File: src/rtl/khrgb_pkg.sv
`timescale 1ns / 1ps

package khrgb_pkg;

  localparam int KEY_W        = 32;
  localparam int LEVEL_W      = 16;
  localparam int CNUM_W       = 20;
  localparam int BASE_W       = 21;
  localparam int PROD_W       = 36;
  localparam int FRONT_STAGES = 3;
  localparam int SCALE_STAGES = 5;
  localparam int NUM_STAGES   = FRONT_STAGES + SCALE_STAGES;

  localparam logic [LEVEL_W-1:0] HUE_FULL = 16'hffff;

  typedef logic [BASE_W-1:0]  base_t;
  typedef logic [PROD_W-1:0]  prod_t;
  typedef logic [LEVEL_W-1:0] level_t;

endpackage

File: src/rtl/khrgb_front.sv
`timescale 1ns / 1ps

module khrgb_front import khrgb_pkg::*; (
  input  logic                    clk,
  input  logic [FRONT_STAGES-1:0] en,
  input  logic [KEY_W-1:0]        color_key,
  output base_t                   base,
  output prod_t                   red_prod,
  output prod_t                   green_prod,
  output prod_t                   blue_prod
);

  localparam logic [15:0] SEC_B1 = 16'd10923;
  localparam logic [15:0] SEC_B2 = 16'd21845;
  localparam logic [15:0] SEC_B3 = 16'd32768;
  localparam logic [15:0] SEC_B4 = 16'd43690;
  localparam logic [15:0] SEC_B5 = 16'd54613;

  localparam logic [2:0] SEC_R_G  = 3'd0;
  localparam logic [2:0] SEC_G_R  = 3'd1;
  localparam logic [2:0] SEC_G_B  = 3'd2;
  localparam logic [2:0] SEC_B_G  = 3'd3;
  localparam logic [2:0] SEC_B_R  = 3'd4;
  localparam logic [2:0] SEC_R_B  = 3'd5;
  localparam logic [2:0] SEC_WRAP = 3'd6;

  logic [15:0] hue;
  logic [7:0]  sat;
  logic [7:0]  lig;
  logic [9:0]  lig4;

  logic [9:0]  s_sc_nxt, s_sc_r;
  logic [9:0]  l_sc_nxt, l_sc_r;
  logic [9:0]  a_sc_nxt, a_sc_r;
  logic [18:0] h6_nxt, h6_r;
  logic [2:0]  sec_raw_nxt, sec_raw_r;

  logic [18:0]       off;
  logic [18:0]       r_full;
  logic [17:0]       r_fold;
  logic [15:0]       t_nxt, t_r;
  logic [CNUM_W-1:0] c_nxt, c_r;
  logic [2:0]        sector_nxt, sector_r;
  logic [9:0]        l_sc_b_r;

  logic [15:0] k_red, k_green, k_blue;
  base_t       base_nxt, base_r;
  prod_t       red_nxt, red_r;
  prod_t       green_nxt, green_r;
  prod_t       blue_nxt, blue_r;

  // split key, scale fields, find hue sector
  always_comb begin
    hue  = color_key[15:0];
    sat  = color_key[23:16];
    lig  = color_key[31:24];
    lig4 = {lig, 2'b00};
    s_sc_nxt = {1'b0, sat, 1'b0} + 10'd255;
    l_sc_nxt = {1'b0, lig, 1'b0} + 10'd255;
    if (lig4 >= 10'd510) begin
      a_sc_nxt = 10'(11'd1530 - {1'b0, lig4});
    end else begin
      a_sc_nxt = 10'(11'd510 + {1'b0, lig4});
    end
    h6_nxt = {1'b0, hue, 2'b00} + {2'b00, hue, 1'b0};
    sec_raw_nxt = {2'b00, hue >= SEC_B1} + {2'b00, hue >= SEC_B2} +
                  {2'b00, hue >= SEC_B3} + {2'b00, hue >= SEC_B4} +
                  {2'b00, hue >= SEC_B5} + {2'b00, hue == HUE_FULL};
  end

  always_ff @(posedge clk) begin
    if (en[0]) begin
      s_sc_r    <= s_sc_nxt;
      l_sc_r    <= l_sc_nxt;
      a_sc_r    <= a_sc_nxt;
      h6_r      <= h6_nxt;
      sec_raw_r <= sec_raw_nxt;
    end
  end

  // chroma and triangle weight
  always_comb begin
    case (sec_raw_r[2:1])
      2'd0:    off = 19'd0;
      2'd1:    off = 19'd131070;
      2'd2:    off = 19'd262140;
      default: off = 19'd393210;
    endcase
    r_full = h6_r - off;
    r_fold = r_full[17:0];
    if (r_fold >= 18'(HUE_FULL)) begin
      t_nxt = 16'(18'd131070 - r_fold);
    end else begin
      t_nxt = r_fold[15:0];
    end
    c_nxt      = CNUM_W'(a_sc_r) * CNUM_W'(s_sc_r);
    sector_nxt = (sec_raw_r == SEC_WRAP) ? SEC_R_G : sec_raw_r;
  end

  always_ff @(posedge clk) begin
    if (en[1]) begin
      t_r      <= t_nxt;
      c_r      <= c_nxt;
      sector_r <= sector_nxt;
      l_sc_b_r <= l_sc_r;
    end
  end

  // per-channel weights and products
  always_comb begin
    k_red   = '0;
    k_green = '0;
    k_blue  = '0;
    case (sector_r)
      SEC_R_G: begin
        k_red   = HUE_FULL;
        k_green = t_r;
      end
      SEC_G_R: begin
        k_green = HUE_FULL;
        k_red   = t_r;
      end
      SEC_G_B: begin
        k_green = HUE_FULL;
        k_blue  = t_r;
      end
      SEC_B_G: begin
        k_blue  = HUE_FULL;
        k_green = t_r;
      end
      SEC_B_R: begin
        k_blue  = HUE_FULL;
        k_red   = t_r;
      end
      SEC_R_B: begin
        k_red   = HUE_FULL;
        k_blue  = t_r;
      end
      default: begin
        k_red   = '0;
      end
    endcase
    red_nxt   = PROD_W'(c_r) * PROD_W'(k_red);
    green_nxt = PROD_W'(c_r) * PROD_W'(k_green);
    blue_nxt  = PROD_W'(c_r) * PROD_W'(k_blue);
    base_nxt  = BASE_W'({l_sc_b_r, 11'b0}) - BASE_W'({l_sc_b_r, 3'b0}) - BASE_W'(c_r);
  end

  always_ff @(posedge clk) begin
    if (en[2]) begin
      red_r   <= red_nxt;
      green_r <= green_nxt;
      blue_r  <= blue_nxt;
      base_r  <= base_nxt;
    end
  end

  assign base       = base_r;
  assign red_prod   = red_r;
  assign green_prod = green_r;
  assign blue_prod  = blue_r;

endmodule

File: src/rtl/khrgb_scale.sv
`timescale 1ns / 1ps

module khrgb_scale import khrgb_pkg::*; (
  input  logic                    clk,
  input  logic [SCALE_STAGES-1:0] en,
  input  base_t                   base,
  input  prod_t                   prod,
  output level_t                  level
);

  localparam logic [16:0] DIV_LO = 17'd65025;

  logic [37:0] v_sum;
  logic [31:0] w_nxt, w_r;

  logic [15:0] q0_nxt, q0_r;
  logic [24:0] r1_nxt, r1_r;

  logic [8:0]  q1;
  logic [16:0] qa_nxt, qa_r;
  logic [18:0] r2_nxt, r2_r;

  logic [2:0]  q2;
  logic [16:0] qb_nxt, qb_r;
  logic [16:0] r3_nxt, r3_r;

  logic [16:0] q_fin;
  level_t      level_nxt, level_r;

  // scaled component, then drop the power-of-two part of the divisor
  always_comb begin
    v_sum = {1'b0, base, 16'b0} - 38'(base) + {1'b0, prod, 1'b0};
    w_nxt = v_sum[36:5];
  end

  always_ff @(posedge clk) begin
    if (en[0]) begin
      w_r <= w_nxt;
    end
  end

  // divide by 65025 = 65536 - 511: fold the high part back three times
  always_comb begin
    q0_nxt = w_r[31:16];
    r1_nxt = 25'({q0_nxt, 9'b0}) - 25'(q0_nxt) + 25'(w_r[15:0]);
  end

  always_ff @(posedge clk) begin
    if (en[1]) begin
      q0_r <= q0_nxt;
      r1_r <= r1_nxt;
    end
  end

  always_comb begin
    q1     = r1_r[24:16];
    r2_nxt = 19'({q1, 9'b0}) - 19'(q1) + 19'(r1_r[15:0]);
    qa_nxt = 17'(q0_r) + 17'(q1);
  end

  always_ff @(posedge clk) begin
    if (en[2]) begin
      qa_r <= qa_nxt;
      r2_r <= r2_nxt;
    end
  end

  always_comb begin
    q2     = r2_r[18:16];
    r3_nxt = 17'({q2, 9'b0}) - 17'(q2) + 17'(r2_r[15:0]);
    qb_nxt = qa_r + 17'(q2);
  end

  always_ff @(posedge clk) begin
    if (en[3]) begin
      qb_r <= qb_nxt;
      r3_r <= r3_nxt;
    end
  end

  always_comb begin
    q_fin     = (r3_r >= DIV_LO) ? qb_r + 17'd1 : qb_r;
    level_nxt = q_fin[LEVEL_W-1:0];
  end

  always_ff @(posedge clk) begin
    if (en[4]) begin
      level_r <= level_nxt;
    end
  end

  assign level = level_r;

endmodule

File: src/rtl/key_to_hsl_to_rgb_color.sv
`timescale 1ns / 1ps

// Converts a 32-bit color key (hue in bits 15:0, saturation in 23:16, lightness
// in 31:24) to 16-bit red, green and blue levels through the HSL-to-RGB
// conversion, with saturation and lightness squeezed into 0.25..0.75. The
// block takes one word per clock when back-pressure does not stall it: three
// stages form chroma, hue weight and the per-channel products, five more per
// channel build the scaled sum and divide it by a constant through
// shift-and-fold steps. Every stage holds its own valid bit and stalls only
// when it is full and the stage after it cannot advance, so back-pressure on
// the output fills empty stages before it reaches the input.

module key_to_hsl_to_rgb_color import khrgb_pkg::*; (
  input  logic        clk,
  input  logic        rst_n,
  input  logic        in_tvalid,
  output logic        in_tready,
  input  logic [31:0] in_tdata,   // [31:0] color_key
  output logic        out_tvalid,
  input  logic        out_tready,
  output logic [47:0] out_tdata   // [15:0] red_level, [31:16] green_level, [47:32] blue_level
);

  logic [NUM_STAGES:0]   en;
  logic [NUM_STAGES-1:0] v_in;
  logic [NUM_STAGES-1:0] v_nxt, v_r;

  base_t  base;
  prod_t  red_prod, green_prod, blue_prod;
  level_t red_level, green_level, blue_level;

  // a stage advances when it is empty or the next one advances
  always_comb begin
    en[NUM_STAGES] = out_tready;
    for (int i = NUM_STAGES - 1; i >= 0; i--) begin
      en[i] = !v_r[i] || en[i+1];
    end
    v_in = {v_r[NUM_STAGES-2:0], in_tvalid};
    v_nxt = v_r;
    for (int i = 0; i < NUM_STAGES; i++) begin
      if (en[i]) begin
        v_nxt[i] = v_in[i];
      end
    end
  end

  always_ff @(posedge clk) begin
    if (!rst_n) begin
      v_r <= '0;
    end else begin
      v_r <= v_nxt;
    end
  end

  khrgb_front u_front (
    .clk        (clk),
    .en         (en[FRONT_STAGES-1:0]),
    .color_key  (in_tdata),
    .base       (base),
    .red_prod   (red_prod),
    .green_prod (green_prod),
    .blue_prod  (blue_prod)
  );

  khrgb_scale u_scale_red (
    .clk   (clk),
    .en    (en[NUM_STAGES-1:FRONT_STAGES]),
    .base  (base),
    .prod  (red_prod),
    .level (red_level)
  );

  khrgb_scale u_scale_green (
    .clk   (clk),
    .en    (en[NUM_STAGES-1:FRONT_STAGES]),
    .base  (base),
    .prod  (green_prod),
    .level (green_level)
  );

  khrgb_scale u_scale_blue (
    .clk   (clk),
    .en    (en[NUM_STAGES-1:FRONT_STAGES]),
    .base  (base),
    .prod  (blue_prod),
    .level (blue_level)
  );

  assign in_tready  = en[0];
  assign out_tvalid = v_r[NUM_STAGES-1];
  assign out_tdata  = {blue_level, green_level, red_level};

endmodule

File: config.mk
export PLATFORM = sky130hd
export DESIGN_NAME = key_to_hsl_to_rgb_color
export DESIGN_NICKNAME = d
export VERILOG_FILES = /design/src/rtl/khrgb_pkg.sv /design/src/rtl/khrgb_front.sv /design/src/rtl/khrgb_scale.sv /design/src/rtl/key_to_hsl_to_rgb_color.sv
export SDC_FILE = /design/constraint.sdc
export NUM_CORES = 2
export LEC_CHECK = 0
export BUFFER_PORTS_ARGS = -buffer_cell sky130_fd_sc_hd__buf_2
export CORE_ASPECT_RATIO = 0.6
export CORE_MARGIN = 3
export CORE_UTILIZATION = 60
export DETAILED_ROUTE_END_ITERATION = 10
export PLACE_DENSITY = 0.79
export SLEW_MARGIN = 30
export SYNTH_ARGS = -nofsm -noshare
export SYNTH_HDL_FRONTEND = slang
export SYNTH_SLANG_ARGS = --single-unit
File: constraint.sdc
create_clock -name clk -period 6.9 [get_ports clk]
set_clock_uncertainty 0.15 [all_clocks]
set_input_delay 0 -clock clk [delete_from_list [all_inputs] [get_ports clk]]
set_output_delay 0 -clock clk [all_outputs]
set_load 0.02 [all_outputs]
# Word level (Yosys, flattened, before mapping)
# Index checks and enable logic that the tools add are counted.
# totals
register_bits,708
elab_cells,146
output_inout_bits,50
inputBits,36
# op_classes
mux,9
multipliers,4
eq_ne,9
add_sub_neg,45
n_lt_le_gt_ge,10
n_reduce_logical,24
# op_table
cell,n
adder 37 bit,3
multiplier 20 x 16 -> 36 bit,3
one-hot mux 16 bit (2 select lines),3
adder 25 x 16 -> 25 bit,3
subtractor 25 x 16 -> 25 bit,3
2-to-1 mux 16 bit,4
adder 19 x 16 -> 19 bit,3
subtractor 18 x 9 -> 19 bit,3
one-hot mux 18 bit (3 select lines),1
adder 17 x 16 -> 17 bit,3
"greater-or-equal comparator 17 x 16 -> 1 bit, second input constant",3
"adder 16 x 1 -> 16 bit, second input constant",3
adder 16 x 3 -> 16 bit,3
adder 16 x 9 -> 16 bit,3
"greater-or-equal comparator 16 bit, second input constant",3
subtractor 12 x 3 -> 13 bit,3
subtractor 37 x 21 -> 37 bit,1
subtractor 21 x 13 -> 21 bit,1
subtractor 21 x 20 -> 21 bit,1
"adder 9 x 8 -> 10 bit, second input constant",2
multiplier 10 x 10 -> 20 bit,1
adder 18 x 17 -> 18 bit,1
"greater-or-equal comparator 18 x 16 -> 1 bit, second input constant",1
subtractor 18 bit,1
other kinds (20),45

# Depth between registers and ports, before layout
# depth
word_depth,9
depth_mapped,31
depth_no_buf,29

# Modules after synthesis
# A second synthesis with hierarchy kept.
# hier_totals
hier_cells,7954
hier_area_um2,78031.1
# by_module_without_submodules
mod,seq_area_each_um2,cells_each,area_each_um2,instances
khrgb_front,6456.2,4559,42742.2,1
khrgb_scale at u_scale_blue,4714.5,1172,12020.3,1
khrgb_scale at u_scale_green,4714.5,1100,11486.0,1
khrgb_scale at u_scale_red,4714.5,1087,11453.5,1
key_to_hsl_to_rgb_color,160.2,36,329.1,1

# Worst setup path after synthesis
# Ideal clock, no wire load.
# synth_timing
path_type,reg-to-reg
startpoint,reg u_front.sector_r[2]
endpoint,"reg u_front.red_r[30] (netlist: u_front.red_prod[30]), data pin"
synth_period_minus_slack_ns,7.558
required_ns,6.489
path_buffers,3
stages_incl_launch_ff,28
setup_ns,0.261
arrival_time_ns,7.147
path_slack_ns,-0.658
path_cell_list,edfxtp_1 clkbuf_1 xor2_1 nor2b_1 buf_2 a21o_1 clkbuf_1 nand2_1 fa_1 inv_1 fa_1 inv_1 fa_1 inv_1 fa_1 fa_1 inv_1 fa_1 inv_1 ha_1 a21oi_1 nor2b_1 nor4_1 nand3_1 a21oi_1 or3_1 or3b_2 xor2_1
# synth_between
elab_chain_cells,4
elab_cells_between_ends,8
classes_between,1 x mul; 3 x eq/ne; 1 x mux; 3 x reduce/logical
# synth_rtl
element,line,rtl
"start, declared",khrgb_front.sv:43,"logic [2:0] sector_nxt, sector_r;"
"start signal, assigned",khrgb_front.sv:104,sector_r <= sector_nxt;
== test 3 bit (tied with other cells),khrgb_front.sv:114,case (sector_r)
OR reduction 2 bit (no line),--,
one-hot mux 16 bit (2 select lines) *,khrgb_front.sv:114,
multiplier 20 x 16 -> 36 bit *,khrgb_front.sv:143,red_nxt = PROD_W'(c_r) * PROD_W'(k_red);
via u_front.red_nxt[30],khrgb_front.sv:48,"prod_t red_nxt, red_r;"
"end signal, assigned",khrgb_front.sv:151,red_r <= red_nxt;
"end, declared",khrgb_front.sv:48,
# The timed path passes the listed nets; every way through them passes the cells marked *.
# A chain may end at the register's enable or synchronous reset.

# Final worst setup path
# layout_timing
startpoint,reg u_front.sector_r[0]
endpoint,"reg u_front.red_r[33] (netlist: u_front.red_prod[33]), data pin"
# Same word-level chain as after synthesis.

==> run_results.csv <==
group,metric,value,unit
outcome,status,"complete, but fails checks",
outcome,violations,"setup timing",
clock_network,cts_max_path_buffers,3,
placed_design,gp_congestion,0.983,
grt,grt_max_degree,79,
final_layout,nFillCells,8062,
die,fp.dieW,459,microns
critical_path,cp_data_arrival_time,7.66,ns
timing,finalCriticalPeriod,7.37,ns
synth,synth_area,0.0738,sq mm
timing,drv_slew,0,
min_path,min_path_type,"input port to flop",
timing,hold_viol,0,
grt,grt_pass1_vias,55900,
clock_network,path_clk_slew,0.07,ns
synth,synth_compound_area_share,8.98,%
placed_design,pre_cts_ws,-0.746,ns
synth,avgSynthCellArea,10.0,sq um
routing,wl,208000,microns
synth,synth_xor_xnor_area_share,6.56,%
routing,viasPerCell,5.82,
grt,globalRouteTotalUtil,31.4,%
critical_path,required,7.19,ns
routing,drt_iter0_markers,6368,
routing,routed-via-count,56100,
timing,setup_tns,-9.95,ns
clock_network,cts_buffers,72,
critical_path,cp-start-kind,"flop",
grt,antenna_found_initial,3,
die,ios,86,
timing,setup_viol,39,
run,maxCapViolations,0,
synth,yosys.area_share.simple,12.2,%
clock_network,tritoncts,"built",
synth,yosysWarnings,0,
routing,firstDrtPassIters,7,
synth,synth_adder_area_share,36.4,%
synth,synth_top_family_by_area,"adder cells",
clock_network,worst_skew_pair.late_latency,0.70,ns
critical_path,path_max_fanout,7,
die,start_util,61.2,%
clock_network,clock_sink_count,694,
critical_path,end_kind,"flop",
critical_path,critical_path_class,"flop to flop",
final_layout,drive_above_1_share,15.4,%
synth,synthCells,7360,
synth,synth_fp_nets,9060,
final_layout,diodes,0,
routing,drc,0,
clock_network,h-tree-depth,3,
die,die-area,0.127,sq mm
critical_path,crit_slowest_cell,"fa_1",
clock_network,cts-root-buf,"clkbuf_16",
die,row_count,98,
synth,netlist-cell-type-count,89,
grt,overflow,0,
grt,grt_pass1_wl,313000,microns
timing,worst_slack,-0.473,ns
placed_design,io_buffers,85,
synth,ys_seq_area_share,28.1,%
die,die_y,278,microns
timing,rsz0062_at_grt,"yes",
synth,synthMuxAreaShare,0.0865,%
critical_path,worst_path_largest_cell_delay,0.57,ns
placed_design,dp_hpwl,156000,microns
synth,synth-seq-cells,694,
timing,tightest_slew,1.07,ns
final_layout,area_delta_synth_final,16.8,%
synth,ys.flop_type,"edfxtp_1",
die,core-area,0.121,sq mm
timing,timing.final.crit_share,107,%
synth,synth_edf_count,686,
final_layout,nNetsFinal,9685,
timing,max_slew_margin,28.2,%
routing,post_drt_wl_per_cell,21.5,microns
routing,ant_nets,0,
synth,async_flop_share,0,%
timing,fmax,136,MHz
==> Yosys cell counts, types with 8 or more instances <==
cell,instances,area (sq um)
clkbuf_1,161,604
nand2_1,746,2800
o21ai_0,153,766
xnor2_1,407,3560
nand4_1,40,250
inv_1,1335,5010
o21bai_1,66,495
nor3_1,148,741
nand2b_1,34,213
o21a_1,65,488
dfxtp_1,8,160
o31ai_1,13,97.6
nand3_1,87,435
a221o_1,8,80.1
fa_1,805,16100
and2_1,293,1830
a31o_2,13,114
a211o_1,11,96.3
nor2b_1,68,425
and3_1,53,332
a21o_1,178,1340
a311oi_1,9,78.8
o41ai_1,10,87.6
a21oi_1,325,1630
a21boi_0,17,128
a211oi_1,31,233
a31oi_1,23,144
ha_1,859,10700
nor4_1,12,75.1
edfxtp_1,686,20600
o211ai_1,9,67.6
xor2_1,146,1280
or3_1,22,138
nor2_1,380,1430
o21ai_1,8,40.0
==> sequential cells by signal, indices dropped and copies added (netlist names), 19 cells and up <==
register and count:
u_scale_blue.r2_r 19, u_scale_green.r2_r 19, u_front.blue_prod 35, u_scale_green.w_r 32
u_front.red_prod 35, u_scale_blue.w_r 32, u_scale_green.r1_r 25, u_front.green_prod 35
u_scale_blue.r1_r 25, u_scale_red.w_r 32, u_scale_red.r2_r 19, u_front.base 19
u_scale_red.r1_r 25
==> stage by stage <==
step                      instance area (sq um)  util [%]  hold WS [ns]  instances
final                                     86200      71.5        0.0564       9640
after global routing                      86200      71.5        0.0523       9640
after CTS                                 83800      69.5       0.00868       9552
after detailed placement                  79400      65.9        0.0894       9304
after global placement                    79300      65.8        0.0738       9304
after floorplan                           74200         -       -0.0511       7360
==> final cells by class <==
type	instances	area [sq um]	area share [%]
Clock buffer	81	1850	2.14
Multi-Input combinational cell	5163	49800	57.8
Timing Repair Buffer	714	6190	7.18
Sequential cell	694	20800	24.1
Clock inverter	48	539	0.625
Inverter	1340	5060	5.86
Tap cell	1600	2000	2.32
==> final timing paths <==
check / start / end / slack (ns) / cells after the start
setup / recovery: u_front.sector_r[0]$_SDFFCE_PN0P_ / u_front.red_prod[33]$_DFFE_PP_ / -0.47 / 30
hold / removal: in_tdata[16] / u_front.s_sc_r[1]$_DFFE_PP_ / 0.06 / 3
setup reg to reg: u_front.sector_r[0]$_SDFFCE_PN0P_ / u_front.red_prod[33]$_DFFE_PP_ / -0.47 / 30
hold reg to reg: u_front.l_sc_r[2]$_DFFE_PP_ / u_front.l_sc_b_r[2]$_DFFE_PP_ / 0.27 / 0
==> worst max-delay path: cells and delay by family, from the launching register on <==
kind | cells | cell delay [ns]
AOI/OAI and AO/OA | 9 | 1.56
xor gates and xnor gates | 2 | 0.48
adders and majority gates | 7 | 3.08
buffers and inverters | 10 | 1.11
DFF | 1 | 0.46
and+or+nand+nor | 2 | 0.32
==> cell usage in the layout (no fill, tap or decap), types with 40 or more instances in the layout <==
cell type	n
edfxtp_1	686
fa_2	43
buf_4	417
inv_2	62
dlygate4sd3_1	70
inv_1	1269
ha_1	815
o21a_1	64
and2_1	272
nand3_1	78
xnor2_1	385
nor3_1	139
a21oi_1	288
nor2b_1	62
o21bai_1	64
nand4_1	40
nand2_1	709
a21o_1	155
clkbuf_16	75
fa_1	762
xor2_1	138
buf_2	86
o21ai_0	128
and3_1	49
buf_6	100
nor2_1	326
==> per-layer routing <==
layer | GRT usage (%) | vias to the layer above | part of all wire, %
met5 | 0 | - | 0.0063
met4 | 8.74 | 2 | 3.6
met3 | 8.30 | 541 | 12
met2 | 44.4 | 2987 | 41
met1 | 47.6 | 27300 | 43
li1 | - | 25400 | -
==> cells by family (layout without fill, tap and decap cells) <==
group                    Yosys count  in the layout
adder cells (fa/ha/maj)         1664           1664
AND/OR/NAND/NOR                 1921           1922
XOR/XNOR                         553            553
buffers and inverters           1509           2183
AO/OA/AOI/OAI                   1013           1018
multiplexers                       6              6
flip-flops                       694            694
==> timing repair <==
action / in CTS / in global routing
cloned: 5 / 7
resized for setup: 238 / 403
setup endpoints to repair: 46 / 53
buffers inserted: 46 / 95
hold endpoints to repair: 76 / 0
pin swaps: 78 / 252
hold buffers: 70 / 0
Power is not shown: default switching activity piles up to over one toggle a cycle in this logic, so the estimate is an artifact.
